[config.mk]
export PLATFORM = sky130hd
export DESIGN_NAME = ecc_date_join
export DESIGN_NICKNAME = d
export VERILOG_FILES = /design/src/design/ecc_pkg.sv /design/src/design/ecc_date_join.sv
export SDC_FILE = /design/constraint.sdc
export NUM_CORES = 1
export LEC_CHECK = 0
export BUFFER_PORTS_ARGS = -buffer_cell sky130_fd_sc_hd__buf_2
export CAP_MARGIN = 10
export CORE_MARGIN = 5
export CORE_UTILIZATION = 60
export CTS_CLUSTER_DIAMETER = 200
export DETAILED_ROUTE_END_ITERATION = 10
export PLACE_DENSITY = 0.78
export SYNTH_ARGS = -nofsm -noshare
export SYNTH_HDL_FRONTEND = slang
export SYNTH_SLANG_ARGS = --single-unit
[constraint.sdc]
create_clock -name clk -period 19.01 [get_ports clk]
set_clock_uncertainty 0.05 [all_clocks]
set_input_delay 1.901 -clock clk [delete_from_list [all_inputs] [get_ports clk]]
set_output_delay 1.901 -clock clk [all_outputs]
set_load 0.01 [all_outputs]
[src/design/ecc_pkg.sv]
`timescale 1ns / 1ps
`default_nettype none

package ecc_pkg;

  // calendar constants
  localparam logic [16:0] SEC_PER_DAY  = 17'd86400;
  localparam logic [11:0] SEC_PER_HOUR = 12'd3600;
  localparam logic [5:0]  SEC_PER_MIN  = 6'd60;
  localparam logic [9:0]  DAY_SPLIT_DIV = 10'd675;       // 86400 / 128

  // day number of 1970-01-01 counted from March 1 of year 0, plus one for day - 1
  localparam logic signed [23:0] EPOCH_DAY_M1 = 24'sd719469;

  // seconds to days: offset of 675 * 2^22 keeps the dividend positive
  localparam logic signed [33:0] SPLIT_OFS   = 34'sd2831155200;
  localparam logic [17:0]        DIV675_HI_M = 18'd198842;     // ceil(2^27 / 675)
  localparam logic [26:0]        DIV675_LO_M = 27'd101806633;  // ceil(2^36 / 675)
  localparam logic signed [23:0] DAY_BIAS    = 24'sd3474836;   // 2^22 - epoch day

  // year estimate floor((2000 g + 2956) / 730485), biased by 8192 years
  localparam logic signed [35:0] YEAR_NUM_BIAS = 36'sd5984136076;
  localparam logic [20:0]        DIV_YR_M      = 21'd1505180;  // floor(2^40 / 730485)
  localparam logic [19:0]        YEAR_DIV      = 20'd730485;
  localparam logic signed [15:0] YEAR_BIAS     = 16'sd8192;

  // reciprocals for the narrow constant divisions
  localparam logic [12:0] DIV100_M = 13'd5243;    // ceil(2^19 / 100)
  localparam logic signed [15:0] DIV100_BIAS = 16'sd8000;
  localparam logic signed [8:0]  DIV100_CORR = 9'sd80;
  localparam logic [13:0] HOUR_M   = 14'd9321;    // ceil(2^21 / 225)
  localparam logic [10:0] MIN_M    = 11'd1093;    // ceil(2^14 / 15)
  localparam logic [14:0] MI_M     = 15'd21932;   // ceil(2^24 / 765)

  typedef struct packed {
    logic [4:0] hour;
    logic [5:0] minute;
    logic [5:0] second;
  } tod_t;

  typedef struct packed {
    logic [13:0] year;
    logic [3:0]  month;
    logic [4:0]  day;
  } date_t;

  // month 1..12 to march-based month 0..11, out-of-range codes wrap mod 12
  function automatic logic [3:0] march_month(input logic [3:0] m);
    logic [3:0] r;
    if (m < 4'd3) begin
      r = m + 4'd9;
    end else if (m == 4'd15) begin
      r = 4'd0;
    end else begin
      r = m - 4'd3;
    end
    return r;
  endfunction

  // first day of a march-based month, (mm * 306 + 5) / 10
  function automatic logic [8:0] month_offset(input logic [3:0] mm);
    logic [8:0] r;
    case (mm)
      4'd0:    r = 9'd0;
      4'd1:    r = 9'd31;
      4'd2:    r = 9'd61;
      4'd3:    r = 9'd92;
      4'd4:    r = 9'd122;
      4'd5:    r = 9'd153;
      4'd6:    r = 9'd184;
      4'd7:    r = 9'd214;
      4'd8:    r = 9'd245;
      4'd9:    r = 9'd275;
      4'd10:   r = 9'd306;
      4'd11:   r = 9'd337;
      default: r = 9'd0;
    endcase
    return r;
  endfunction

  // floor(y / 100) for -8000 <= y < 17600
  function automatic logic signed [8:0] div100(input logic signed [15:0] y);
    logic [15:0] yb;
    logic [27:0] p;
    yb = y + DIV100_BIAS;
    p  = 28'(yb[14:0]) * 28'(DIV100_M);
    return $signed({1'b0, p[26:19]}) - DIV100_CORR;
  endfunction

  // days from March 1 of year 0 to March 1 of year y, f100 = floor(y / 100)
  function automatic logic signed [23:0] days_before(input logic signed [15:0] y,
                                                      input logic signed [8:0]  f100);
    logic signed [23:0] ye;
    logic signed [23:0] fe;
    ye = 24'(y);
    fe = 24'(f100);
    return ye * 24'sd365 + (ye >>> 2) - fe + (fe >>> 2);
  endfunction

endpackage

`default_nettype wire

[src/design/ecc_date_join.sv]
`timescale 1ns / 1ps
`default_nettype none

// date and time to epoch seconds, four register stages
module ecc_date_join (
  input  wire logic        clk,
  input  wire logic [13:0] year,
  input  wire logic [3:0]  month,
  input  wire logic [4:0]  day,
  input  wire logic [4:0]  hour,
  input  wire logic [5:0]  minute,
  input  wire logic [5:0]  second,
  output logic      [38:0] secs
);

  logic [3:0]         mm;
  logic signed [15:0] yy1, yy2;
  logic [8:0]         moff1, moff2;
  logic [4:0]         day1, day2;
  logic [16:0]        tod1, tod2, tod3;
  logic signed [8:0]  f100_2;
  logic signed [23:0] rel3;
  logic signed [40:0] secs_full;

  assign mm = ecc_pkg::march_month(month);

  // stage 1: march-based month, year shift, time of day
  always_ff @(posedge clk) begin
    yy1   <= $signed({2'b00, year}) - ((mm >= 4'd10) ? 16'sd1 : 16'sd0);
    moff1 <= ecc_pkg::month_offset(mm);
    day1  <= day;
    tod1  <= 17'(hour) * 17'(ecc_pkg::SEC_PER_HOUR) + 17'(minute) * 17'(ecc_pkg::SEC_PER_MIN)
           + 17'(second);
  end

  // stage 2: century count
  always_ff @(posedge clk) begin
    yy2    <= yy1;
    f100_2 <= ecc_pkg::div100(yy1);
    moff2  <= moff1;
    day2   <= day1;
    tod2   <= tod1;
  end

  // stage 3: day number relative to the epoch
  always_ff @(posedge clk) begin
    rel3 <= ecc_pkg::days_before(yy2, f100_2) + $signed({15'd0, moff2})
          + $signed({19'd0, day2}) - ecc_pkg::EPOCH_DAY_M1;
    tod3 <= tod2;
  end

  // stage 4: scale to seconds, wraps to 39 bits
  assign secs_full = 41'(rel3) * $signed({24'd0, ecc_pkg::SEC_PER_DAY})
                   + $signed({24'd0, tod3});

  always_ff @(posedge clk) begin
    secs <= secs_full[38:0];
  end

endmodule

`default_nettype wire

==> flow_metrics.env <==
export IMPL_run_status="completed"
export IMPL_core_area_mm2=0.0333
export IMPL_dp_cells=2547
export IMPL_period_needed_ns=7.18
export IMPL_path_class="register to register"
export IMPL_drv_cap=0
export IMPL_num_rows=67
export IMPL_cts_tree="yes"
export IMPL_final_cells=2579
export IMPL_arrival_ns=7.51
export IMPL_ctsResizeCount=0
export IMPL_synth_ff_type="dfxtp_1"
export IMPL_fin_crit_sh_pct=37.8
export IMPL_finalSetupTns_ns=0
export IMPL_ant_nets=0
export IMPL_yosysTopAreaCellShare_pct=25.9
export IMPL_r2r_end="f100_2[7]"
export IMPL_syn_to_final_growth_pct=7.54
export IMPL_synth_area_top_cells="fa_1, ha_1, dfxtp_1"
export IMPL_setup_violations=0
export IMPL_die_w_um=193
export IMPL_hp_class="register to register"
export IMPL_cts_clk_slew_worst_paths_ns=0.08
export IMPL_rrSetupSlack_ns=11.83
export IMPL_startpoint="yy1[6]"
export IMPL_grt_setup_unrepaired="false"
export IMPL_cts_sinks=181
export IMPL_syn_num_nets=2720
export IMPL_setup_ws_ns=11.83
export IMPL_max_slew_margin_pct=33.8
export IMPL_clock_fmax_ghz=0.139
export IMPL_nets=2806
export IMPL_syn_area_mm2=0.0200
export IMPL_first_iter_violations=518
export IMPL_die_area_mm2=0.0371
export IMPL_crit_path_end_kind="register"
export IMPL_routedWlPerCell_um=13.9
export IMPL_vias=13100
export IMPL_drc_errors=0
export IMPL_cts_made_buffers=17
export IMPL_critical_path_endpoint="f100_2[7]"
export IMPL_timing_rr_start="yy1[6]"
export IMPL_cts_root_buffer="clkbuf_16"
export IMPL_cp_required_ns=19.33
export IMPL_crit_fanout=9
export IMPL_grt_pass1_wl_um=62500
export IMPL_synth_edf_count=0
export IMPL_grt_remaining_overflow=0
export IMPL_io_buffer_count=79
export IMPL_dpl_hpwl_um=31400
export IMPL_hold_viol=0
export IMPL_start_util_pct=60.2
export IMPL_antenna_found_initial=0
export IMPL_syn_inst=2032
export IMPL_insertion_delay_ns=0.46
export IMPL_report_final_slew_viol_count=0
export IMPL_synthArstFlopShare_pct=0
export IMPL_clock_path_buffers=2
export IMPL_postCtsSetupRepairBufs=0
export IMPL_ioPinCount=80
export IMPL_yosys_warnings=0
export IMPL_dpl_worst_slack_ns=12.02
export IMPL_track_usage_pct=20.5
export IMPL_holdBufCountCts=0
export IMPL_yosysTopAreaCell="fa_1"
export IMPL_viasPerCell=5.07
export IMPL_diodes=0
export IMPL_htree_levels=4
export IMPL_reg2regPathDepth=22
export IMPL_wl_um=35800
export IMPL_grt_max_degree=22
export IMPL_synth_seq_cells=181
export IMPL_drtPass1Iterations=4
export IMPL_worst_slew_pin_slew_ns=0.988
export IMPL_die_h_um=193
export IMPL_drive_gt1_share_pct=6.52
export IMPL_crit_path_start_kind="register"
export IMPL_routabilityCongestion=0.893
export IMPL_ys_seq_area_share_pct=18.1
export IMPL_synth_cell_type_count=81
export IMPL_synth_avg_cell_area_um2=9.85
export IMPL_grt_pass1_vias=13900
[per-layer routing]
metal	global-route usage, %	part of all wire [%]	up-vias
met3	3.13	3.0	72
met4	6.31	2.6	0
li1	-	-	6556
met5	0	0	-
met1	24.9	43	6275
met2	37.4	52	181
[state kept, by name, indices dropped and copies added (netlist names)]
signal,flops
day1,5
day2,5
f100_2,9
moff1,9
moff2,9
rel3,24
secs,39
tod1,17
tod2,17
tod3,17
yy1,15
yy2,15
[worst max-delay path, stage by stage (launching register included)]
cell,delay (ns)
dfxtp_1,0.40
a21oi_1,0.27
nor3b_1,0.56
nand2_1,0.16
xor2_1,0.68
ha_1,0.40
fa_1,0.54
fa_1,0.46
fa_1,0.50
inv_1,0.05
fa_1,0.53
inv_1,0.04
ha_1,0.29
a211oi_1,0.23
o21ai_0,0.11
a221oi_1,0.47
o211ai_1,0.22
nand3_1,0.18
a21boi_0,0.14
o21ai_0,0.31
nand2b_1,0.14
mux2i_1,0.19
xor2_1,0.16
[through the flow]
stage	utilization, %	area [µm²]	hold WS, ns
after floorplan	-	20000	0.260
after global placement	62.8	20900	0.261
after detailed placement	62.8	20900	0.262
after CTS	64.7	21500	0.272
after global routing	64.7	21500	0.284
final	64.7	21500	0.267
[cells in the final DEF, fill, tap and decap left out, types with 17 or more instances in the layout]
| master | Yosys | final |
|---|---|---|
| xor2_1 | 39 | 39 |
| a21oi_1 | 68 | 68 |
| nor2_1 | 83 | 83 |
| o21ai_0 | 46 | 46 |
| nand2_1 | 68 | 68 |
| buf_2 | 1 | 79 |
| inv_1 | 531 | 531 |
| dfxtp_1 | 181 | 181 |
| ha_1 | 388 | 388 |
| nor3_1 | 23 | 23 |
| clkbuf_16 | 0 | 17 |
| a21o_1 | 25 | 25 |
| fa_1 | 259 | 259 |
| xnor2_1 | 112 | 112 |
| nand3_1 | 19 | 19 |
[how the worst min path moves through the flow]
stage | startpoint | cells past startpoint | slack (ns) | endpoint
after floorplan | day1[0] | 0 | 0.26 | day2[0]
after global placement | day1[3] | 0 | 0.26 | day2[3]
after detailed placement | tod1[1] | 0 | 0.26 | tod2[1]
after CTS | moff1[2] | 0 | 0.27 | moff2[2]
after global routing | moff1[2] | 0 | 0.28 | moff2[2]
final | moff1[2] | 0 | 0.27 | moff2[2]
[cell usage after synthesis (5+ instances only)]
cell / instances
nor2_1: 83
nor2b_1: 9
a211oi_1: 13
a31oi_1: 6
o211ai_1: 7
nor3_1: 23
a21o_1: 25
and3_1: 5
a21oi_1: 68
nand3_1: 19
fa_1: 259
dfxtp_1: 181
clkbuf_1: 9
and2_1: 9
nand4_1: 7
o21a_1: 11
inv_1: 531
xor2_1: 39
o21ai_0: 46
or3_1: 5
nand2_1: 68
ha_1: 388
mux2i_1: 7
xnor2_1: 112
o21bai_1: 10
nand2b_1: 12
[cell type report]
cell class | count | area [µm²]
Timing Repair Buffer | 80 | 403
Inverter | 531 | 1990
Fill cell | 2657 | 11700
Clock inverter | 14 | 199
Multi-Input combinational cell | 1307 | 14300
Sequential cell | 181 | 3620
Tap cell | 448 | 561
Clock buffer | 18 | 439
[cells by family (layout without fill, tap and decap cells)]
kind of cell / after synthesis / after routing / synth area share, %
flops: 181 / 181 / 18.1
compound gates: 231 / 231 / 7.58
fa+ha+maj: 647 / 647 / 50.1
xor+xnor: 153 / 153 / 6.77
buf+inv: 544 / 643 / 10.4
simple gates: 268 / 268 / 6.60
mux: 8 / 8 / 0.406
Power is left out: the tool's default activity adds up to more than one toggle a clock period on the data nets, which glitch-free logic cannot reach.
