[src/design/ecc_pkg.sv]
`timescale 1ns / 1ps
`default_nettype none

package ecc_pkg;

  // calendar constants
  localparam logic [16:0] SEC_PER_DAY  = 17'd86400;
  localparam logic [11:0] SEC_PER_HOUR = 12'd3600;
  localparam logic [5:0]  SEC_PER_MIN  = 6'd60;
  localparam logic [9:0]  DAY_SPLIT_DIV = 10'd675;       // 86400 / 128

  // day number of 1970-01-01 counted from March 1 of year 0, plus one for day - 1
  localparam logic signed [23:0] EPOCH_DAY_M1 = 24'sd719469;

  // seconds to days: offset of 675 * 2^22 keeps the dividend positive
  localparam logic signed [33:0] SPLIT_OFS   = 34'sd2831155200;
  localparam logic [17:0]        DIV675_HI_M = 18'd198842;     // ceil(2^27 / 675)
  localparam logic [26:0]        DIV675_LO_M = 27'd101806633;  // ceil(2^36 / 675)
  localparam logic signed [23:0] DAY_BIAS    = 24'sd3474836;   // 2^22 - epoch day

  // year estimate floor((2000 g + 2956) / 730485), biased by 8192 years
  localparam logic signed [35:0] YEAR_NUM_BIAS = 36'sd5984136076;
  localparam logic [20:0]        DIV_YR_M      = 21'd1505180;  // floor(2^40 / 730485)
  localparam logic [19:0]        YEAR_DIV      = 20'd730485;
  localparam logic signed [15:0] YEAR_BIAS     = 16'sd8192;

  // reciprocals for the narrow constant divisions
  localparam logic [12:0] DIV100_M = 13'd5243;    // ceil(2^19 / 100)
  localparam logic signed [15:0] DIV100_BIAS = 16'sd8000;
  localparam logic signed [8:0]  DIV100_CORR = 9'sd80;
  localparam logic [13:0] HOUR_M   = 14'd9321;    // ceil(2^21 / 225)
  localparam logic [10:0] MIN_M    = 11'd1093;    // ceil(2^14 / 15)
  localparam logic [14:0] MI_M     = 15'd21932;   // ceil(2^24 / 765)

  typedef struct packed {
    logic [4:0] hour;
    logic [5:0] minute;
    logic [5:0] second;
  } tod_t;

  typedef struct packed {
    logic [13:0] year;
    logic [3:0]  month;
    logic [4:0]  day;
  } date_t;

  // month 1..12 to march-based month 0..11, out-of-range codes wrap mod 12
  function automatic logic [3:0] march_month(input logic [3:0] m);
    logic [3:0] r;
    if (m < 4'd3) begin
      r = m + 4'd9;
    end else if (m == 4'd15) begin
      r = 4'd0;
    end else begin
      r = m - 4'd3;
    end
    return r;
  endfunction

  // first day of a march-based month, (mm * 306 + 5) / 10
  function automatic logic [8:0] month_offset(input logic [3:0] mm);
    logic [8:0] r;
    case (mm)
      4'd0:    r = 9'd0;
      4'd1:    r = 9'd31;
      4'd2:    r = 9'd61;
      4'd3:    r = 9'd92;
      4'd4:    r = 9'd122;
      4'd5:    r = 9'd153;
      4'd6:    r = 9'd184;
      4'd7:    r = 9'd214;
      4'd8:    r = 9'd245;
      4'd9:    r = 9'd275;
      4'd10:   r = 9'd306;
      4'd11:   r = 9'd337;
      default: r = 9'd0;
    endcase
    return r;
  endfunction

  // floor(y / 100) for -8000 <= y < 17600
  function automatic logic signed [8:0] div100(input logic signed [15:0] y);
    logic [15:0] yb;
    logic [27:0] p;
    yb = y + DIV100_BIAS;
    p  = 28'(yb[14:0]) * 28'(DIV100_M);
    return $signed({1'b0, p[26:19]}) - DIV100_CORR;
  endfunction

  // days from March 1 of year 0 to March 1 of year y, f100 = floor(y / 100)
  function automatic logic signed [23:0] days_before(input logic signed [15:0] y,
                                                      input logic signed [8:0]  f100);
    logic signed [23:0] ye;
    logic signed [23:0] fe;
    ye = 24'(y);
    fe = 24'(f100);
    return ye * 24'sd365 + (ye >>> 2) - fe + (fe >>> 2);
  endfunction

endpackage

`default_nettype wire

[src/design/ecc_civil_split.sv]
`timescale 1ns / 1ps
`default_nettype none

// march-based day number into year, month, day, nine stages
module ecc_civil_split (
  input  wire logic signed [23:0] g,
  input  wire logic               clk,
  output ecc_pkg::date_t          date
);

  logic signed [35:0] n_full;
  logic [33:0]        n1, n2, n3;
  logic signed [23:0] g1, g2, g3, g4, g5, g6;
  logic [44:0]        pq;
  logic [14:0]        qe2, qe3;
  logic [34:0]        pp;
  logic [33:0]        pp3;
  logic [33:0]        rr;
  logic [14:0]        q;
  logic signed [15:0] y4, y5, y6, y7, y8;
  logic signed [8:0]  fa5, fb5;
  logic signed [23:0] da6, db6;
  logic signed [23:0] rem_a, rem_b;
  logic [8:0]         rem7, rem8;
  logic [15:0]        nm;
  logic [28:0]        pm;
  logic [3:0]         mi8;
  logic [3:0]         month_c;
  logic signed [15:0] year_c;

  // stage 1: biased dividend for the year estimate
  assign n_full = 36'(g) * 36'sd2000 + ecc_pkg::YEAR_NUM_BIAS;

  always_ff @(posedge clk) begin
    n1 <= n_full[33:0];
    g1 <= g;
  end

  // stage 2: truncated reciprocal, low by at most one
  assign pq = 45'(n1[33:10]) * 45'(ecc_pkg::DIV_YR_M);

  always_ff @(posedge clk) begin
    qe2 <= pq[44:30];
    n2  <= n1;
    g2  <= g1;
  end

  assign pp = 35'(qe2) * 35'(ecc_pkg::YEAR_DIV);

  always_ff @(posedge clk) begin
    pp3 <= pp[33:0];
    qe3 <= qe2;
    n3  <= n2;
    g3  <= g2;
  end

  // stage 4: remainder check fixes the quotient
  assign rr = n3 - pp3;
  assign q  = qe3 + ((rr >= 34'(ecc_pkg::YEAR_DIV)) ? 15'd1 : 15'd0);

  always_ff @(posedge clk) begin
    y4 <= $signed({1'b0, q}) - ecc_pkg::YEAR_BIAS;
    g4 <= g3;
  end

  // stages 5 and 6: year starts for the estimate and the year before
  always_ff @(posedge clk) begin
    fa5 <= ecc_pkg::div100(y4);
    fb5 <= ecc_pkg::div100(y4 - 16'sd1);
    y5  <= y4;
    g5  <= g4;
  end

  always_ff @(posedge clk) begin
    da6 <= ecc_pkg::days_before(y5, fa5);
    db6 <= ecc_pkg::days_before(y5 - 16'sd1, fb5);
    y6  <= y5;
    g6  <= g5;
  end

  // stage 7: step back one year on overshoot
  assign rem_a = g6 - da6;
  assign rem_b = g6 - db6;

  always_ff @(posedge clk) begin
    if (rem_a < 24'sd0) begin
      y7   <= y6 - 16'sd1;
      rem7 <= rem_b[8:0];
    end else begin
      y7   <= y6;
      rem7 <= rem_a[8:0];
    end
  end

  // stage 8: march-based month, (100 rem + 52) / 3060
  assign nm = 16'(rem7) * 16'd100 + 16'd52;
  assign pm = 29'(nm[15:2]) * 29'(ecc_pkg::MI_M);

  always_ff @(posedge clk) begin
    mi8  <= pm[27:24];
    rem8 <= rem7;
    y8   <= y7;
  end

  // stage 9: back to january-based month and year
  assign month_c = (mi8 >= 4'd10) ? mi8 - 4'd9 : mi8 + 4'd3;
  assign year_c  = y8 + ((mi8 >= 4'd10) ? 16'sd1 : 16'sd0);

  always_ff @(posedge clk) begin
    date.year  <= year_c[13:0];
    date.month <= month_c;
    date.day   <= 5'(rem8 - ecc_pkg::month_offset(mi8) + 9'd1);
  end

endmodule

`default_nettype wire

[config.mk]
export PLATFORM = sky130hd
export DESIGN_NAME = ecc_civil_split
export DESIGN_NICKNAME = d
export VERILOG_FILES = /design/src/design/ecc_pkg.sv /design/src/design/ecc_civil_split.sv
export SDC_FILE = /design/constraint.sdc
export NUM_CORES = 2
export LEC_CHECK = 0
export BUFFER_PORTS_ARGS = -buffer_cell sky130_fd_sc_hd__buf_2
export CORE_MARGIN = 1
export CORE_UTILIZATION = 45
export CTS_BUF_LIST = sky130_fd_sc_hd__clkbuf_4 sky130_fd_sc_hd__clkbuf_8
export DETAILED_ROUTE_END_ITERATION = 8
export HOLD_SLACK_MARGIN = 0.06
export SKIP_CTS_REPAIR_TIMING = 1
export SLEW_MARGIN = 20
export SYNTH_ARGS = -nofsm -noshare
export SYNTH_HDL_FRONTEND = slang
export SYNTH_SLANG_ARGS = --single-unit
[constraint.sdc]
create_clock -name clk -period 10.5 [get_ports clk]
set_clock_uncertainty 0.05 [all_clocks]
set_input_delay 0.525 -clock clk [delete_from_list [all_inputs] [get_ports clk]]
set_output_delay 0.525 -clock clk [all_outputs]
set_load 0.02 [all_outputs]
==> metrics.md <==
| Metric | Value |
|---|---|
| Status | `finished clean` |
| Multi-input logic area | `0.0359 mm2` |
| Register area | `a little over 0.009 mm2` |
| First-pass detailed-route iteration total | `5` |
| Synth top area cells | `fa_1, ha_1, dfxtp_1` |
| Tightest Pin Transition | `0.971 ns` |
| Share of cells above drive strength 1 | `under 10%` |
| Starting density of the core | `45.7%` |
| Dominant synthesized flop cell | `dfxtp_1` |
| CTS buffer count | `73` |
| Core area | `0.110 mm2` |
| CP most frequent cell | `inv_1` |
| Commonest non-fill, non-tap cells in the layout | `inv_1, ha_1, fa_1, dfxtp_1, xnor2_1` |
| Reg-to-reg startpoint | `rem7[0]$_DFF_P_` |
| Routed Antenna Nets | `0` |
| HPWL after DPL | `83.8 mm` |
| PortBufs | `47` |
| Crit-path max cell delay | `roughly 0.55 ns` |
| Clk Latency, worst-skew pair | `between 0.6 and 0.7 ns` |
| Synth top area share | `between 30 and 40%` |
| Worst path arrival time | `about 9.7 ns` |
| Number of flops mapped to enable cells by yosys | `0` |
| Post-Route WL | `approximately 96 mm` |
| Vias in the first global route | `roughly 33000` |
| Top Ports | `48` |
| Crit end category | `register` |
| Sink Count | `roughly 460` |
| Max_slew headroom | `approximately a third` |
| Critical path startpoint | `rem7[0]$_DFF_P_` |
| Synth cell types | `95` |
| Clock tree buffer depth | `3` |
| Die width | `~340 um` |
| Global Route Usage Sum | `around 18%` |
| DRC violations left | `0` |
| Synth area leader | `fa_1` |
| CP max-delay cell | `fa_1` |
| Syn Inst Count | `4763` |
| RSZ-0062 raised after global routing | `no` |
| Non-Filler Instances | `approximately 6400` |
| Post-layout minimum cycle time | `between 9 and 10 ns` |
| Nets | `6637` |
| Sequential area share after synthesis | `a little under a fifth` |
| Fin. Hold Viols | `0` |
| Critical Setup Path Class | `reg2reg` |
| CTS tree | `built` |
| Max Fanout on Critical Path | `7` |
| Seq cells post-synth | `461` |
| Worst Hold Launch | `g[5]` |
| Synthesized cell area | `0.0501 mm2` |
| Max Clk Rate | `0.108 GHz` |
| Maximum Capacitance Violations | `0` |
| Drt wl/cell | `15.0 um` |
| Most common cell after layout, fill and taps aside | `inv_1` |
| Worst R2R Path Depth | `37` |
| DIE AREA | `~0.11 mm2` |
| GRT overflow | `0` |
| R2r setup slk | `1.25 ns` |
| Reg clk slew, reported paths | `around 0.060 ns` |
| Largest net degree at the start of global routing | `25` |
| Placed insts | `approximately 6300` |
| # setup viols final | `0` |
| Final Slew Violations | `0` |
| Area Growth Syn to Fin | `7.92%` |
| Syn Area/Cell | `about 11 um2` |
| Fraction of registers with async set/reset | `0%` |
| GP Congestion | `a little under 0.9` |
| H-tree Lvls | `3` |
| Crit path launch type | `register` |
| First-pass GRT wire length | `between 150 and 200 mm` |
| CTS root buffer | `clkbuf_8` |
| Row count | `roughly 120` |
| Via density | `~4.8` |
| Initial antenna violation count | `5` |
| Initial drt markers | `1066` |
| Hold_ws | `~0.14 ns` |
| Worst Path Required | `~11 ns` |
| Fillers | `approximately 10000` |
| Ys Warns | `0` |
| Syn nets | `between 6000 and 7000` |
| Via count | `around 31000` |
| HP Class | `in2reg` |
| Final Cycle Share | `between 80% and 90%` |
| Chip Height | `336 um` |
| Setup TNS | `0 ns` |
worst min-delay path by stage:
stage	end	slack (ns)	cells past startpoint
floorplan	g2[0]$_DFF_P_	0.26	0
global placement	n3[25]$_DFF_P_	0.26	0
detailed placement	g4[17]$_DFF_P_	0.26	0
CTS	g1[0]$_DFF_P_	-0.04	1
global route	g1[5]$_DFF_P_	0.08	1
finish	g1[5]$_DFF_P_	0.14	1
per-layer routing:
| layer | share of wire [%] | wire [um] | vias up | track usage (%) |
|---|---|---|---|---|
| met5 | 0.014 | 13 | - | 0 |
| li1 | - | - | 15200 | - |
| met1 | 46 | 43800 | 15000 | 24.3 |
| met4 | 1.9 | 1870 | 2 | 4.18 |
| met2 | 50 | 47800 | 320 | 31.8 |
| met3 | 2.8 | 2660 | 127 | 2.08 |
final cells by class:
type,instances,area share (%)
multi-input combinational,2986,66.4
clock buffer,103,2.50
timing repair buffer,73,0.903
tap,1476,3.42
antenna,4,0.0185
clock inverter,25,0.598
sequential,461,17.1
inverter,1304,9.06
per-stage QoR:
| step | setup WS [ns] | area [um2] | utilization [%] |
|---|---|---|---|
| global placement | 1.39 | 52100 | 47.5 |
| detailed placement | 1.25 | 52100 | 47.5 |
| finish | 1.25 | 54000 | 49.3 |
| floorplan | 2.09 | 50100 | - |
| global route | 0.535 | 54000 | 49.3 |
| CTS | 1.19 | 53800 | 49.1 |
sequential cells by signal (all words and copies together) (netlist names), 28 cells and up, named ones only:
| signal | cells |
|---|---|
| pp3 | 34 |
| n1 | 28 |
| n2 | 28 |
| n3 | 28 |
logic make-up after synthesis:
group           synth area share [%]
mux                            0.230
flops                           18.4
simple gates                    4.67
fa+ha+maj                       54.5
buf+inv                         9.91
compound gates                  6.66
xor+xnor                        5.58
synthesized netlist by cell type, drive strengths merged, types with 6 or more instances:
master,number
a2111oi,7
xor2,112
nor4,17
mux2i,10
xnor2,197
a31oi,8
or3,13
dfxtp,461
nand4,21
o211ai,15
a211oi,28
o21a,20
o21bai,19
nand3,49
nor2,123
nand2,98
and4,7
o31ai,10
nor3,36
o221ai,7
nand2b,29
clkbuf,9
and3,16
a31o,7
and2,18
nor2b,21
fa,778
a21oi,139
a21boi,16
or2,6
o21ai,93
inv,1304
ha,935
a21o,66
worst max-delay path: cells and delay by family, from the launching register on:
kind	cells	cell delay [ns]
adders and majority gates	11	4.25
and+or+nand+nor	9	1.91
AOI/OAI and AO/OA	7	0.88
buffers and inverters	8	0.80
xor gates and xnor gates	2	0.71
DFF	1	0.50
Power is left out: the tool's default activity adds up to more than one toggle a clock period on the data nets, which glitch-free logic cannot reach.
