--- src/design/ecc_pkg.sv ---
`timescale 1ns / 1ps
`default_nettype none

package ecc_pkg;

  // calendar constants
  localparam logic [16:0] SEC_PER_DAY  = 17'd86400;
  localparam logic [11:0] SEC_PER_HOUR = 12'd3600;
  localparam logic [5:0]  SEC_PER_MIN  = 6'd60;
  localparam logic [9:0]  DAY_SPLIT_DIV = 10'd675;       // 86400 / 128

  // day number of 1970-01-01 counted from March 1 of year 0, plus one for day - 1
  localparam logic signed [23:0] EPOCH_DAY_M1 = 24'sd719469;

  // seconds to days: offset of 675 * 2^22 keeps the dividend positive
  localparam logic signed [33:0] SPLIT_OFS   = 34'sd2831155200;
  localparam logic [17:0]        DIV675_HI_M = 18'd198842;     // ceil(2^27 / 675)
  localparam logic [26:0]        DIV675_LO_M = 27'd101806633;  // ceil(2^36 / 675)
  localparam logic signed [23:0] DAY_BIAS    = 24'sd3474836;   // 2^22 - epoch day

  // year estimate floor((2000 g + 2956) / 730485), biased by 8192 years
  localparam logic signed [35:0] YEAR_NUM_BIAS = 36'sd5984136076;
  localparam logic [20:0]        DIV_YR_M      = 21'd1505180;  // floor(2^40 / 730485)
  localparam logic [19:0]        YEAR_DIV      = 20'd730485;
  localparam logic signed [15:0] YEAR_BIAS     = 16'sd8192;

  // reciprocals for the narrow constant divisions
  localparam logic [12:0] DIV100_M = 13'd5243;    // ceil(2^19 / 100)
  localparam logic signed [15:0] DIV100_BIAS = 16'sd8000;
  localparam logic signed [8:0]  DIV100_CORR = 9'sd80;
  localparam logic [13:0] HOUR_M   = 14'd9321;    // ceil(2^21 / 225)
  localparam logic [10:0] MIN_M    = 11'd1093;    // ceil(2^14 / 15)
  localparam logic [14:0] MI_M     = 15'd21932;   // ceil(2^24 / 765)

  typedef struct packed {
    logic [4:0] hour;
    logic [5:0] minute;
    logic [5:0] second;
  } tod_t;

  typedef struct packed {
    logic [13:0] year;
    logic [3:0]  month;
    logic [4:0]  day;
  } date_t;

  // month 1..12 to march-based month 0..11, out-of-range codes wrap mod 12
  function automatic logic [3:0] march_month(input logic [3:0] m);
    logic [3:0] r;
    if (m < 4'd3) begin
      r = m + 4'd9;
    end else if (m == 4'd15) begin
      r = 4'd0;
    end else begin
      r = m - 4'd3;
    end
    return r;
  endfunction

  // first day of a march-based month, (mm * 306 + 5) / 10
  function automatic logic [8:0] month_offset(input logic [3:0] mm);
    logic [8:0] r;
    case (mm)
      4'd0:    r = 9'd0;
      4'd1:    r = 9'd31;
      4'd2:    r = 9'd61;
      4'd3:    r = 9'd92;
      4'd4:    r = 9'd122;
      4'd5:    r = 9'd153;
      4'd6:    r = 9'd184;
      4'd7:    r = 9'd214;
      4'd8:    r = 9'd245;
      4'd9:    r = 9'd275;
      4'd10:   r = 9'd306;
      4'd11:   r = 9'd337;
      default: r = 9'd0;
    endcase
    return r;
  endfunction

  // floor(y / 100) for -8000 <= y < 17600
  function automatic logic signed [8:0] div100(input logic signed [15:0] y);
    logic [15:0] yb;
    logic [27:0] p;
    yb = y + DIV100_BIAS;
    p  = 28'(yb[14:0]) * 28'(DIV100_M);
    return $signed({1'b0, p[26:19]}) - DIV100_CORR;
  endfunction

  // days from March 1 of year 0 to March 1 of year y, f100 = floor(y / 100)
  function automatic logic signed [23:0] days_before(input logic signed [15:0] y,
                                                      input logic signed [8:0]  f100);
    logic signed [23:0] ye;
    logic signed [23:0] fe;
    ye = 24'(y);
    fe = 24'(f100);
    return ye * 24'sd365 + (ye >>> 2) - fe + (fe >>> 2);
  endfunction

endpackage

`default_nettype wire

--- src/design/ecc_epoch_split.sv ---
`timescale 1ns / 1ps
`default_nettype none

// floor split of epoch seconds into day number and second of day, four stages
module ecc_epoch_split (
  input  wire logic               clk,
  input  wire logic signed [38:0] epoch_seconds,
  output logic signed      [23:0] g,
  output logic             [16:0] sod
);

  logic signed [31:0] u;
  logic signed [33:0] v_s;
  logic [16:0]        vh, vh1;
  logic [34:0]        ph;
  logic [6:0]         qh1, qh2, qh3;
  logic [15:0]        vl1;
  logic [6:0]         lo1, lo2, lo3;
  logic [16:0]        rh;
  logic [25:0]        w2, w3;
  logic [52:0]        pl;
  logic [15:0]        ql3;
  logic [25:0]        rl;

  // divide by 128 first, the rest is a division by 675 in two digits
  assign u   = epoch_seconds[38:7];
  assign v_s = 34'(u) + ecc_pkg::SPLIT_OFS;
  assign vh  = v_s[32:16];
  assign ph  = 35'(vh) * 35'(ecc_pkg::DIV675_HI_M);

  always_ff @(posedge clk) begin
    qh1 <= ph[33:27];
    vh1 <= vh;
    vl1 <= v_s[15:0];
    lo1 <= epoch_seconds[6:0];
  end

  // high digit remainder joins the low half
  assign rh = vh1 - 17'(qh1) * 17'(ecc_pkg::DAY_SPLIT_DIV);

  always_ff @(posedge clk) begin
    w2  <= {rh[9:0], vl1};
    qh2 <= qh1;
    lo2 <= lo1;
  end

  assign pl = 53'(w2) * 53'(ecc_pkg::DIV675_LO_M);

  always_ff @(posedge clk) begin
    ql3 <= pl[51:36];
    w3  <= w2;
    qh3 <= qh2;
    lo3 <= lo2;
  end

  assign rl = w3 - 26'(ql3) * 26'(ecc_pkg::DAY_SPLIT_DIV);

  always_ff @(posedge clk) begin
    g   <= $signed({1'b0, qh3, ql3}) - ecc_pkg::DAY_BIAS;
    sod <= {rl[9:0], lo3};
  end

endmodule

`default_nettype wire

--- config.mk ---
export PLATFORM = sky130hd
export DESIGN_NAME = ecc_epoch_split
export DESIGN_NICKNAME = d
export VERILOG_FILES = /design/src/design/ecc_pkg.sv /design/src/design/ecc_epoch_split.sv
export SDC_FILE = /design/constraint.sdc
export NUM_CORES = 1
export LEC_CHECK = 0
export ABC_AREA = 1
export BUFFER_PORTS_ARGS = -buffer_cell sky130_fd_sc_hd__buf_2
export CORE_MARGIN = 2
export CORE_UTILIZATION = 35
export CTS_BUF_LIST = sky130_fd_sc_hd__clkbuf_4 sky130_fd_sc_hd__clkbuf_8
export CTS_CLUSTER_SIZE = 30
export DETAILED_ROUTE_END_ITERATION = 10
export GPL_TIMING_DRIVEN = 0
export PLACE_DENSITY = 0.56
export SETUP_SLACK_MARGIN = 0.2
export SLEW_MARGIN = 40
export SYNTH_ARGS = -nofsm -noshare
export SYNTH_HDL_FRONTEND = slang
export SYNTH_SLANG_ARGS = --single-unit
--- constraint.sdc ---
create_clock -name clk -period 5.2 [get_ports clk]
set_clock_uncertainty 0.15 [all_clocks]
set_input_delay 0.26 -clock clk [delete_from_list [all_inputs] [get_ports clk]]
set_output_delay 0.26 -clock clk [all_outputs]
set_load 0.02 [all_outputs]
==> implementation parameters <==
Parameter                              Value

Outcome
  Outcome ... finished, violations left
  Violations in the final reports ... setup timing

Timing
  Setup repair after global routing missed its margin ... yes
  Slew margin rel. ... 0.547
  Final-report setup violation count ... 13
  Pin slew with the least headroom to its limit ... roughly 0.68 ns
  Tmin final ... around 5.3 ns
  Final Max Tran Viols ... 0
  Max Fclk ... between 0.15 and 0.2 GHz
  Final period utilization ... 1.02
  Least setup slack across all paths after layout ... -0.101 ns
  Number of hold-slack violations in the final timing report ... 0

Clocking
  Worst-Skew Late Latency ... 0.53 ns
  # clock sinks ... 161
  Clock-pin slew on the worst setup and hold paths ... about 0.11 ns
  TritonCTS Buffers ... 17
  Maximum level of the CTS H-tree ... 4
  Clk buf depth ... 2
  TritonCTS clock tree ... done
  Clock tree root driver cell ... clkbuf_8

Worst setup path
  Capturing element type of the critical path ... register
  Cell with the biggest individual delay on the critical path ... fa_2
  Largest driver fanout on the critical path ... 4
  Endpoint of the worst register-to-register path ... ql3[10]
  Delay of the slowest cell on the worst path ... about 0.6 ns
  Number of buffers and inverters on the critical path ... 3
  Cells along the critical path ... fa_1 > inv_1 > fa_1 > fa_2 > fa_2 > fa_1 > inv_1 > fa_2 > ha_4 > ha_4 > nand2_4 > nor2_4 > nand2_2 > inv_2 > nand2_2 > nor3_2 > nand2_1 > nand3_1 > nand2_1 > nand2_2
  Class of the most critical setup path ... reg2reg
  Worst reg-to-reg setup slack ... -0.10 ns
  Data required time of the critical path ... 5.51 ns
  Arrival time at the worst endpoint ... 5.61 ns
  R2r worst-path depth ... 20
  CP startpoint kind ... register
  Family with the most delay on the worst path ... adder cells
  Worst flop-to-flop path startpoint ... w2[23]

Floorplan
  Die width ... between 200 and 300 um
  Std cell rows ... 92
  Total Die Area ... 66300 sq um
  Die Height ... 258 um
  Placeable core area ... 63300 sq um
  Initial core utilization ... 0.355
  # IOs ... 81

Placed design
  Detailed placement HPWL ... between 40000 and 50000 um
  Routability cong. ... 0.880
  Worst slack, placed ... -0.913 ns
  Number of port buffers ... 80

Global routing
  Wire length of the first global-routing pass ... 90200 um
  Antenna violations before repair ... 1
  Total routing resource utilization after global routing ... 0.175
  Gr ovfl total ... 0
  Vias in the first global route ... approximately 17000
  Pin count of the biggest net entering global routing ... 21

Worst hold path
  Number of cells traversed by the worst hold path ... 3
  Worst hold path startpoint ... epoch_seconds[29]
  Endpoint, Worst Hold ... vh1[6]
  Path type of the worst min-delay path ... in2reg

Drt
  Post-route DRC violation count ... 0
  Antenna-violating nets left ... 0
  Total wire length after detailed routing ... approximately 56000 um
  Vias ... 16600
  Vias per cell ... ~4.5
  Number of detailed-route iterations in the first pass ... 7
  Routed WL per cell ... 15.1 um
  1st-iter DRT viols ... between 600 and 700

Yosys
  Portion of synthesized cell area occupied by the leading cell type ... 0.286
  Count of yosys warnings during synthesis ... 0
  Flip-flop and latch count after synthesis ... 161
  Count of cell types in the netlist ... 41
  Top cells by area, synth ... ha_1 (29%), fa_1 (25%), dfxtp_1 (14%), inv_1 (13%), nand2_1 (6.6%)
  Number of nets in the synthesized netlist ... 3459
  Leading cell types by count after synthesis ... inv_1 (753), ha_1 (514), nand2_1 (397), fa_1 (276), dfxtp_1 (161)
  Avg Inst Size Synth ... 8.56 sq um
  Dominant register cell in the synthesized netlist ... dfxtp_1
  Syn Inst Count ... between 2000 and 3000
  Synth Cell Area ... 22500 sq um
  Area leader, netlist ... ha_1
  Share of synthesized registers carrying an async set or reset ... 0
  Most instantiated library cell after synthesis ... inv_1
  Number of enable flip-flop cells after synthesis ... 0
  Proportion of synthesized chip area in sequential cells ... 0.143

Cells and area
  Total number of nets in the final design ... about 3700
  Layout cells sized above 1 ... 0.191
  Layout fillers ... 6337
  Area added between synthesis and finish ... 21.3%

Run
  Total of max-cap violations ... 0
[per-stage QoR]
stage               instances  utilization  cell area [sq um]  setup TNS [ns]  hold WS, ns
floorplan                2629            -              22700               0        0.138
global placement         3555        0.382              24200          -14.88        0.160
detailed placement       3555        0.382              24200          -14.99        0.162
CTS                      3678        0.414              26200          -0.689       0.0368
global route             3711        0.431              27300           -3.33       0.0408
finish                   3712        0.431              27300          -0.786       0.0653
[final cells by class]
| type | count | area [sq um] | share of cell area |
|---|---|---|---|
| Clock buffer | 17 | 234 | 0.00857 |
| Clock inverter | 15 | 204 | 0.00747 |
| Antenna cell | 2 | 5.00 | 0.000183 |
| Tap cell | 846 | 1060 | 0.0388 |
| Timing Repair Buffer | 203 | 1520 | 0.0557 |
| Multi-Input combinational cell | 1713 | 18100 | 0.663 |
| Inverter | 755 | 2870 | 0.105 |
| Sequential cell | 161 | 3310 | 0.121 |
[worst max-delay path by stage]
| stage | start | to | slack [ns] | depth (start not counted) |
|---|---|---|---|---|
| 2_1_floorplan | w2[5] | ql3[1] | 0.18 | 25 |
| 3_3_place_gp | epoch_seconds[31] | qh1[1] | -0.94 | 23 |
| 3_5_place_dp | epoch_seconds[29] | qh1[5] | -0.91 | 27 |
| 4_1_cts | w2[5] | ql3[12] | -0.07 | 21 |
| 5_1_grt | w2[23] | ql3[11] | -0.26 | 18 |
| 6_report | w2[23] | ql3[10] | -0.10 | 20 |
[cells by family (layout without fill, tap and decap cells)]
logic type | count (synthesis) | in the layout | share of synthesized area
xor+xnor | 69 | 69 | 0.0269
flops | 161 | 161 | 0.143
buf+inv | 755 | 990 | 0.126
fa+ha+maj | 790 | 790 | 0.531
compound gates | 193 | 193 | 0.0477
simple gates | 661 | 661 | 0.125
other cells | 0 | 2 | 0
[registers in the layout (all words and copies together), names as in the netlist, 10 cells and up]
register / flops
w3: 10
vh1: 10
sod: 17
vl1: 16
ql3: 16
w2: 26
g: 24
[layout by cell type (no fill, tap or decap), types with 27 or more instances in the layout]
| cell type | count |
|---|---|
| a21oi_1 | 65 |
| a21oi_2 | 27 |
| buf_2 | 76 |
| buf_4 | 80 |
| dfxtp_1 | 137 |
| dlygate4sd3_1 | 31 |
| fa_1 | 262 |
| ha_1 | 467 |
| ha_4 | 43 |
| inv_1 | 713 |
| inv_2 | 31 |
| nand2_1 | 326 |
| nand2_2 | 56 |
| nand3_1 | 62 |
| nand4_1 | 28 |
| nor2_1 | 74 |
| nor2_4 | 34 |
| o21ai_0 | 28 |
| xor2_1 | 40 |
[worst register-to-register path, cell delays in order, from the launching register on]
cell     delay, ns
dfxtp_4       0.38
fa_1          0.53
inv_1         0.05
fa_1          0.48
fa_2          0.60
fa_2          0.45
fa_1          0.54
inv_1         0.05
fa_2          0.55
ha_4          0.21
ha_4          0.34
nand2_4       0.09
nor2_4        0.12
nand2_2       0.10
inv_2         0.08
nand2_2       0.06
nor3_2        0.09
nand2_1       0.13
nand3_1       0.11
nand2_1       0.06
nand2_2       0.08
[routing by layer]
metal	GRT usage	part of all wire	vias up	wire length, um
met5	0	0	-	0
met4	0.0485	0.022	0	1250
met3	0.0207	0.027	63	1540
met2	0.311	0.50	209	27900
met1	0.223	0.45	7872	25500
li1	-	-	8488	-
[repair_timing]
item / CTS / global route
hold buffers: 31 / 0
endpoints found under the setup margin: 23 / 23
pin swaps: 70 / 119
gates resized for setup: 197 / 213
endpoints found under the hold margin: 31 / 0
setup buffers: 60 / 32
Power is not shown: default switching activity piles up to over one toggle a cycle in this logic, so the estimate is an artifact.
