### src/design/ecc_pkg.sv
`timescale 1ns / 1ps
`default_nettype none

package ecc_pkg;

  // calendar constants
  localparam logic [16:0] SEC_PER_DAY  = 17'd86400;
  localparam logic [11:0] SEC_PER_HOUR = 12'd3600;
  localparam logic [5:0]  SEC_PER_MIN  = 6'd60;
  localparam logic [9:0]  DAY_SPLIT_DIV = 10'd675;       // 86400 / 128

  // day number of 1970-01-01 counted from March 1 of year 0, plus one for day - 1
  localparam logic signed [23:0] EPOCH_DAY_M1 = 24'sd719469;

  // seconds to days: offset of 675 * 2^22 keeps the dividend positive
  localparam logic signed [33:0] SPLIT_OFS   = 34'sd2831155200;
  localparam logic [17:0]        DIV675_HI_M = 18'd198842;     // ceil(2^27 / 675)
  localparam logic [26:0]        DIV675_LO_M = 27'd101806633;  // ceil(2^36 / 675)
  localparam logic signed [23:0] DAY_BIAS    = 24'sd3474836;   // 2^22 - epoch day

  // year estimate floor((2000 g + 2956) / 730485), biased by 8192 years
  localparam logic signed [35:0] YEAR_NUM_BIAS = 36'sd5984136076;
  localparam logic [20:0]        DIV_YR_M      = 21'd1505180;  // floor(2^40 / 730485)
  localparam logic [19:0]        YEAR_DIV      = 20'd730485;
  localparam logic signed [15:0] YEAR_BIAS     = 16'sd8192;

  // reciprocals for the narrow constant divisions
  localparam logic [12:0] DIV100_M = 13'd5243;    // ceil(2^19 / 100)
  localparam logic signed [15:0] DIV100_BIAS = 16'sd8000;
  localparam logic signed [8:0]  DIV100_CORR = 9'sd80;
  localparam logic [13:0] HOUR_M   = 14'd9321;    // ceil(2^21 / 225)
  localparam logic [10:0] MIN_M    = 11'd1093;    // ceil(2^14 / 15)
  localparam logic [14:0] MI_M     = 15'd21932;   // ceil(2^24 / 765)

  typedef struct packed {
    logic [4:0] hour;
    logic [5:0] minute;
    logic [5:0] second;
  } tod_t;

  typedef struct packed {
    logic [13:0] year;
    logic [3:0]  month;
    logic [4:0]  day;
  } date_t;

  // month 1..12 to march-based month 0..11, out-of-range codes wrap mod 12
  function automatic logic [3:0] march_month(input logic [3:0] m);
    logic [3:0] r;
    if (m < 4'd3) begin
      r = m + 4'd9;
    end else if (m == 4'd15) begin
      r = 4'd0;
    end else begin
      r = m - 4'd3;
    end
    return r;
  endfunction

  // first day of a march-based month, (mm * 306 + 5) / 10
  function automatic logic [8:0] month_offset(input logic [3:0] mm);
    logic [8:0] r;
    case (mm)
      4'd0:    r = 9'd0;
      4'd1:    r = 9'd31;
      4'd2:    r = 9'd61;
      4'd3:    r = 9'd92;
      4'd4:    r = 9'd122;
      4'd5:    r = 9'd153;
      4'd6:    r = 9'd184;
      4'd7:    r = 9'd214;
      4'd8:    r = 9'd245;
      4'd9:    r = 9'd275;
      4'd10:   r = 9'd306;
      4'd11:   r = 9'd337;
      default: r = 9'd0;
    endcase
    return r;
  endfunction

  // floor(y / 100) for -8000 <= y < 17600
  function automatic logic signed [8:0] div100(input logic signed [15:0] y);
    logic [15:0] yb;
    logic [27:0] p;
    yb = y + DIV100_BIAS;
    p  = 28'(yb[14:0]) * 28'(DIV100_M);
    return $signed({1'b0, p[26:19]}) - DIV100_CORR;
  endfunction

  // days from March 1 of year 0 to March 1 of year y, f100 = floor(y / 100)
  function automatic logic signed [23:0] days_before(input logic signed [15:0] y,
                                                      input logic signed [8:0]  f100);
    logic signed [23:0] ye;
    logic signed [23:0] fe;
    ye = 24'(y);
    fe = 24'(f100);
    return ye * 24'sd365 + (ye >>> 2) - fe + (fe >>> 2);
  endfunction

endpackage

`default_nettype wire

### src/design/ecc_tod_split.sv
`timescale 1ns / 1ps
`default_nettype none

// second of day into hour, minute, second, four stages
module ecc_tod_split (
  input  wire logic        clk,
  input  wire logic [16:0] sod,
  output ecc_pkg::tod_t    tod
);

  logic [25:0] ph;
  logic [4:0]  hr1, hr2, hr3;
  logic [16:0] sod1;
  logic [11:0] r2, r3;
  logic [19:0] pm;
  logic [5:0]  mn3;

  // hour = (sod / 16) / 225
  assign ph = 26'(sod[16:4]) * 26'(ecc_pkg::HOUR_M);

  always_ff @(posedge clk) begin
    hr1  <= ph[25:21];
    sod1 <= sod;
  end

  always_ff @(posedge clk) begin
    r2  <= 12'(sod1 - 17'(hr1) * 17'(ecc_pkg::SEC_PER_HOUR));
    hr2 <= hr1;
  end

  // minute = (r / 4) / 15
  assign pm = 20'(r2[11:2]) * 20'(ecc_pkg::MIN_M);

  always_ff @(posedge clk) begin
    mn3 <= pm[19:14];
    r3  <= r2;
    hr3 <= hr2;
  end

  always_ff @(posedge clk) begin
    tod.hour   <= hr3;
    tod.minute <= mn3;
    tod.second <= 6'(r3 - 12'(mn3) * 12'(ecc_pkg::SEC_PER_MIN));
  end

endmodule

`default_nettype wire

### config.mk
export PLATFORM = sky130hd
export DESIGN_NAME = ecc_tod_split
export DESIGN_NICKNAME = d
export VERILOG_FILES = /design/src/design/ecc_pkg.sv /design/src/design/ecc_tod_split.sv
export SDC_FILE = /design/constraint.sdc
export NUM_CORES = 1
export LEC_CHECK = 0
export ABC_AREA = 1
export BUFFER_PORTS_ARGS = -buffer_cell sky130_fd_sc_hd__buf_2
export CORE_MARGIN = 2
export CORE_UTILIZATION = 46
export CTS_BUF_LIST = sky130_fd_sc_hd__clkbuf_8 sky130_fd_sc_hd__clkbuf_16
export DETAILED_ROUTE_END_ITERATION = 16
export GPL_ROUTABILITY_DRIVEN = 0
export GPL_TIMING_DRIVEN = 0
export MAX_ROUTING_LAYER = met4
export SETUP_SLACK_MARGIN = 0.05
export SYNTH_ARGS = -nofsm -noshare
export SYNTH_HDL_FRONTEND = slang
export SYNTH_SLANG_ARGS = --single-unit
### constraint.sdc
create_clock -name clk -period 5.16 [get_ports clk]
set_clock_uncertainty 0.15 [all_clocks]
set_input_delay 0.258 -clock clk [delete_from_list [all_inputs] [get_ports clk]]
set_output_delay 0.258 -clock clk [all_outputs]
set_load 0.005 [all_outputs]
==> results of run 1 <==
metal layers:
layer  routed length (um)  track usage (%)
met1                 4700             21.7
met4                  176             5.86
met5                    0                -
met2                 5520             33.3
met3                  280             2.74
synthesized netlist by cell type (9+ instances only):
library cell | n | area, um^2
nand3_1 | 19 | 95.1
nand4_1 | 9 | 56.3
fa_1 | 41 | 821
nor2_1 | 26 | 97.6
nand2_1 | 85 | 319
o21ai_0 | 11 | 55.1
dfxtp_1 | 68 | 1360
xor2_1 | 11 | 96.3
inv_1 | 134 | 503
xnor2_1 | 11 | 96.3
a21oi_1 | 29 | 145
ha_1 | 140 | 1750
flip-flops by register name (all words and copies together), names as in the netlist:
| signal | flops |
|---|---|
| r3 | 6 |
| hr1 | 5 |
| sod1 | 12 |
| tod | 17 |
| mn3 | 6 |
| hr3 | 5 |
| r2 | 12 |
| hr2 | 5 |
cells in the final DEF, fill, tap and decap left out, drive strengths merged, types with 15 or more instances in the layout:
master / netlist / layout
dfxtp: 68 / 68
inv: 136 / 136
o21ai: 15 / 15
a21oi: 29 / 29
nand3: 20 / 20
ha: 140 / 140
nand2: 90 / 90
buf: 0 / 34
nor2: 29 / 29
fa: 41 / 41
critical path, cell delays in order:
cell and delay (ps):
buf_2 240, inv_1 80, ha_1 280, inv_1 40, ha_1 260, inv_1 60
fa_1 490, inv_1 60, fa_1 530, inv_1 50, fa_1 540, inv_1 40
ha_1 330, a21oi_1 190, o21ai_0 120, nand2_1 80, nand2_1 60, nand2_1 100
nand3_2 80, nand2_1 70, nand2_1 40
cell type report:
cell class                      instances  share of cell area (%)
Multi-Input combinational cell        421                    59.4
Sequential cell                        68                    21.3
Inverter                              136                    7.97
Clock buffer                           11                    3.95
Timing Repair Buffer                   40                    3.60
Tap cell                              147                    2.87
Clock inverter                          5                   0.938
per-stage QoR:
step                utilization, %  hold WS, ps  cells
floorplan                        -          136    625
global placement              50.2          161    806
detailed placement            50.2          162    806
CTS                           53.3         18.2    828
global route                  53.3         20.5    828
finish                        53.3         21.8    828
kinds of logic after synthesis:
kind of cell             count (synthesis)
flip-flops                              68
adder cells (fa/ha/maj)                181
buffers and inverters                  136
XOR/XNOR                                22
AO/OA/AOI/OAI                           60
AND/OR/NAND/NOR                        158
worst max path at each step:
stage | to | startpoint | slack, ps
after floorplan | hr1[3] | sod[9] | 1470
after global placement | hr1[3] | sod[9] | 920
after detailed placement | hr1[3] | sod[9] | 870
after CTS | hr1[3] | sod[9] | 1210
after global routing | hr1[3] | sod[9] | 1030
final | hr1[3] | sod[9] | 1240
==> flow_summary.json, run 1 <==
{
  "drt_wl_total_um": 10700,
  "drt_first_iter_violations": 115,
  "maxCapViolCount": 0,
  "slew_headroom_pct": 77.5,
  "cts_setup_buffers": 0,
  "start_util_pct": 47.2,
  "synth_edf_count": 0,
  "grt_use_total_pct": 18.7,
  "place_area_um2": 6030,
  "grt_pass1_wl_um": 18900,
  "ys_ff_latch": 68,
  "path_max_fanout": 8,
  "dieHeight_um": 115,
  "syn-instance-count": 625,
  "required_ps": 5230,
  "r2r_end": "mn3[3]",
  "drc_errors": 0,
  "grt_max_degree": 13,
  "synth_top_family_by_area": "adder cells",
  "cts_max_level": 3,
  "clkTransAtPathRegs_ps": 50,
  "dieArea_um2": 13200,
  "hold_end": "sod1[7]",
  "clock_sinks": 68,
  "cts_resized": 0,
  "finish.instance_area_um2": 6400,
  "firstDrtPassIters": 6,
  "period_needed_ps": 3920,
  "final_layout_size_suffix_gt1_share_pct": 9.40,
  "num-fill-cells": 1113,
  "place_ws_ps": 871,
  "critical_path_class": "input port to flop",
  "via_per_inst": 4.96,
  "maxSlewViolCount": 0,
  "multi_input_area_um2": 3800,
  "cp.arrival_ps": 3990,
  "yosys.area_share.adder_pct": 45.3,
  "postCtsHoldBufs": 6,
  "die_w_um": 115,
  "clock_latency_ps": 330,
  "ios": 35,
  "tns_ps": 0,
  "synth_seq_area_share_pct": 24.0,
  "antenna_cells": 0,
  "synth_compound_area_share_pct": 6.04,
  "ctsRootBufferMaster": "clkbuf_16",
  "yosys_warnings": 0,
  "cts_inserted_buffers": 9,
  "grt_pass1_vias": 4204,
  "finalSetupViolations": 0,
  "nNetsFinal": 875,
  "ant_nets": 0,
  "rr_startpoint": "r2[9]",
  "syn_area_um2": 5670,
  "hp-class": "input port to flop",
  "portBuffers": 34,
  "vias": 4103,
  "yosys.cell_types.count": 30,
  "synth.area.mux_share_pct": 0,
  "hpwl_um": 9100,
  "syn_to_final_growth_pct": 12.8,
  "wl_per_cell_um": 12.9,
  "end_kind": "flop",
  "antenna_found_initial": 0,
  "rsz0062_at_grt": "false",
  "synth-async-reset-ratio_pct": 0,
  "fp.coreArea_um2": 12000,
  "r2r_slack_ps": 1900,
  "overflow": 0,
  "reg2reg_depth": 14,
  "tightest_slew_ps": 334,
  "holdPathStages": 1,
  "cp-start-kind": "input port",
  "min_period_over_period_pct": 75.9,
  "worst_hold_startpoint": "sod[7]",
  "hold_viol_final": 0,
  "status": "finished, final reports clean",
  "yosys.area_share.xor_xnor_pct": 3.40,
  "seqCellArea_um2": 1360,
  "layout_setup_ws_ps": 1240,
  "yosys_most_used_dff": "dfxtp_1",
  "cts_tree": "yes",
  "rows": 40,
  "synth-simple-area-share_pct": 12.2,
  "clock_path_buffers": 2,
  "max_freq_mhz": 255,
  "synthesis.nets": 824,
  "postSynthAreaPerCell_um2": 9.08
}
Power of run 1 is left out: the tool's default activity adds up to more than one toggle a clock period on the data nets, which glitch-free logic cannot reach.
==> inputs of run 2 (changes only) <==
Clock period 5.16 ns to 4 ns, I/O delays scaled along.
==> run 2 against run 1 <==
  * Setup slack worse by 980 ps
  * Cell count grew 0.72%
  * Final area grew 1.6%
  * Global-route usage is 0.080 points higher
  * Critical path type unchanged
  * Flip-flop and latch count is the same
  * Worst hold slack gained 150 ps
  * Critical path depth unchanged
  * Via count increased by 0.58%
==> flow_summary.json, run 2 (synthesis results as in run 1) <==
{
  "max_freq_mhz": 267,
  "rsz0062_at_grt": "false",
  "die_w_um": 115,
  "maxSlewViolCount": 0,
  "dieArea_um2": 13200,
  "met3_usage_pct": 2.74,
  "cts_inserted_buffers": 9,
  "clock_latency_ps": 330,
  "place_ws_ps": -231,
  "wl_per_cell_um": 13.0,
  "grt_use_total_pct": 18.8,
  "num-fill-cells": 1105,
  "syn_to_final_growth_pct": 14.6,
  "clock_path_buffers": 2,
  "fp.coreArea_um2": 12000,
  "final_common_cell": "ha_1",
  "met2_usage_pct": 33.3,
  "cp.arrival_ps": 3810,
  "ctsRootBufferMaster": "clkbuf_16",
  "firstDrtPassIters": 4,
  "antenna_found_initial": 0,
  "nNetsFinal": 881,
  "ant_nets": 0,
  "largestRegisters": "tod: 17 flops, r2: 12 flops, sod1: 12 flops",
  "drc_errors": 0,
  "fin_util_pct": 54.2,
  "ios": 35,
  "holdWs_ps": 168,
  "path_max_fanout": 8,
  "period_needed_ps": 3740,
  "cts_max_level": 3,
  "end_kind": "flop",
  "grt_pass1_wl_um": 19000,
  "rr_startpoint": "r2[9]",
  "layout_common_cells": "ha_1 (138), inv_1 (134), nand2_1 (85)",
  "layout_setup_ws_ps": 258,
  "drt_wl_total_um": 10800,
  "vias": 4127,
  "worst_hold_startpoint": "r2[1]",
  "portBuffers": 34,
  "hold_viol_final": 0,
  "regMostFlops": "tod",
  "critical_path_class": "input port to flop",
  "clock_sinks": 68,
  "final_layout_size_suffix_gt1_share_pct": 10.2,
  "grtUsageMet1_pct": 22.0,
  "required_ps": 4070,
  "min_period_over_period_pct": 93.6,
  "rows": 40,
  "cts_tree": "yes",
  "hpwl_um": 9100,
  "slew_headroom_pct": 78.0,
  "largest_register_ffs": 17,
  "antenna_cells": 0,
  "tightest_slew_ps": 326,
  "r2r_slack_ps": 740,
  "status": "finished, final reports clean",
  "finalSetupViolations": 0,
  "grt_pass1_vias": 4229,
  "grt_busiest_layer": "met2",
  "clkTransAtPathRegs_ps": 60,
  "grt_max_degree": 13,
  "via_per_inst": 4.95,
  "hp-class": "flop to flop",
  "startpoint": "sod[9]",
  "start_util_pct": 47.2,
  "cp-start-kind": "input port",
  "dieHeight_um": 115,
  "overflow": 0,
  "drt_first_iter_violations": 125,
  "maxCapViolCount": 0
}
## run 2: cell types whose count changed in the layout (fill, tap and decap cells not counted), sizes merged
cell	before	now
dlygate4sd3	6	12
buf	34	33
clkbuf	11	12
## run 2: layout make-up
class / count / area (um^2) / area share, %
multi-input combinational: 421 / 3840 / 59.0
sequential: 68 / 1360 / 20.9
inverter: 136 / 510 / 7.85
timing repair buffer: 46 / 295 / 4.54
clock buffer: 11 / 253 / 3.89
tap: 147 / 184 / 2.83
clock inverter: 5 / 60.1 / 0.923
## run 2: path summary, 6_finish.rpt
kind / to / cells past startpoint
min reg2reg: r3[1] / 0
max reg2reg: mn3[3] / 14
min: r3[1] / 0
max: hr1[3] / 21
## run 2: worst max-delay path, stage by stage
cell	delay, ps
buf_4	170
inv_1	60
ha_1	270
inv_1	40
ha_1	260
inv_1	60
fa_1	490
inv_1	60
fa_1	530
inv_1	50
fa_1	540
inv_1	40
ha_1	350
a21oi_2	160
o21ai_0	110
nand2_1	70
nand2_1	60
nand2_1	100
nand3_2	90
nand2_1	70
nand2_1	40
## run 2: what timing repair did
action	in CTS	in global routing
hold buffers	11	1
endpoints found under the hold margin	11	1
gates resized for setup	0	10
setup endpoints to repair	0	5
buffers inserted	0	0
## run 2: stage by stage
step                      TNS, ps  instances  area, um^2
after floorplan                 0        625        5670
after global placement       -590        806        6030
after detailed placement     -852        806        6030
after CTS                       0        833        6450
after global routing            0        834        6500
final                           0        834        6500
## run 2: layer usage
| layer | routed length [um] | vias up |
|---|---|---|
| met2 | 5550 | 54 |
| met4 | 176 | 0 |
| met1 | 4870 | 1934 |
| met3 | 228 | 12 |
| met5 | 0 | - |
| li1 | - | 2127 |
Power of run 2 is left out for the same reason.
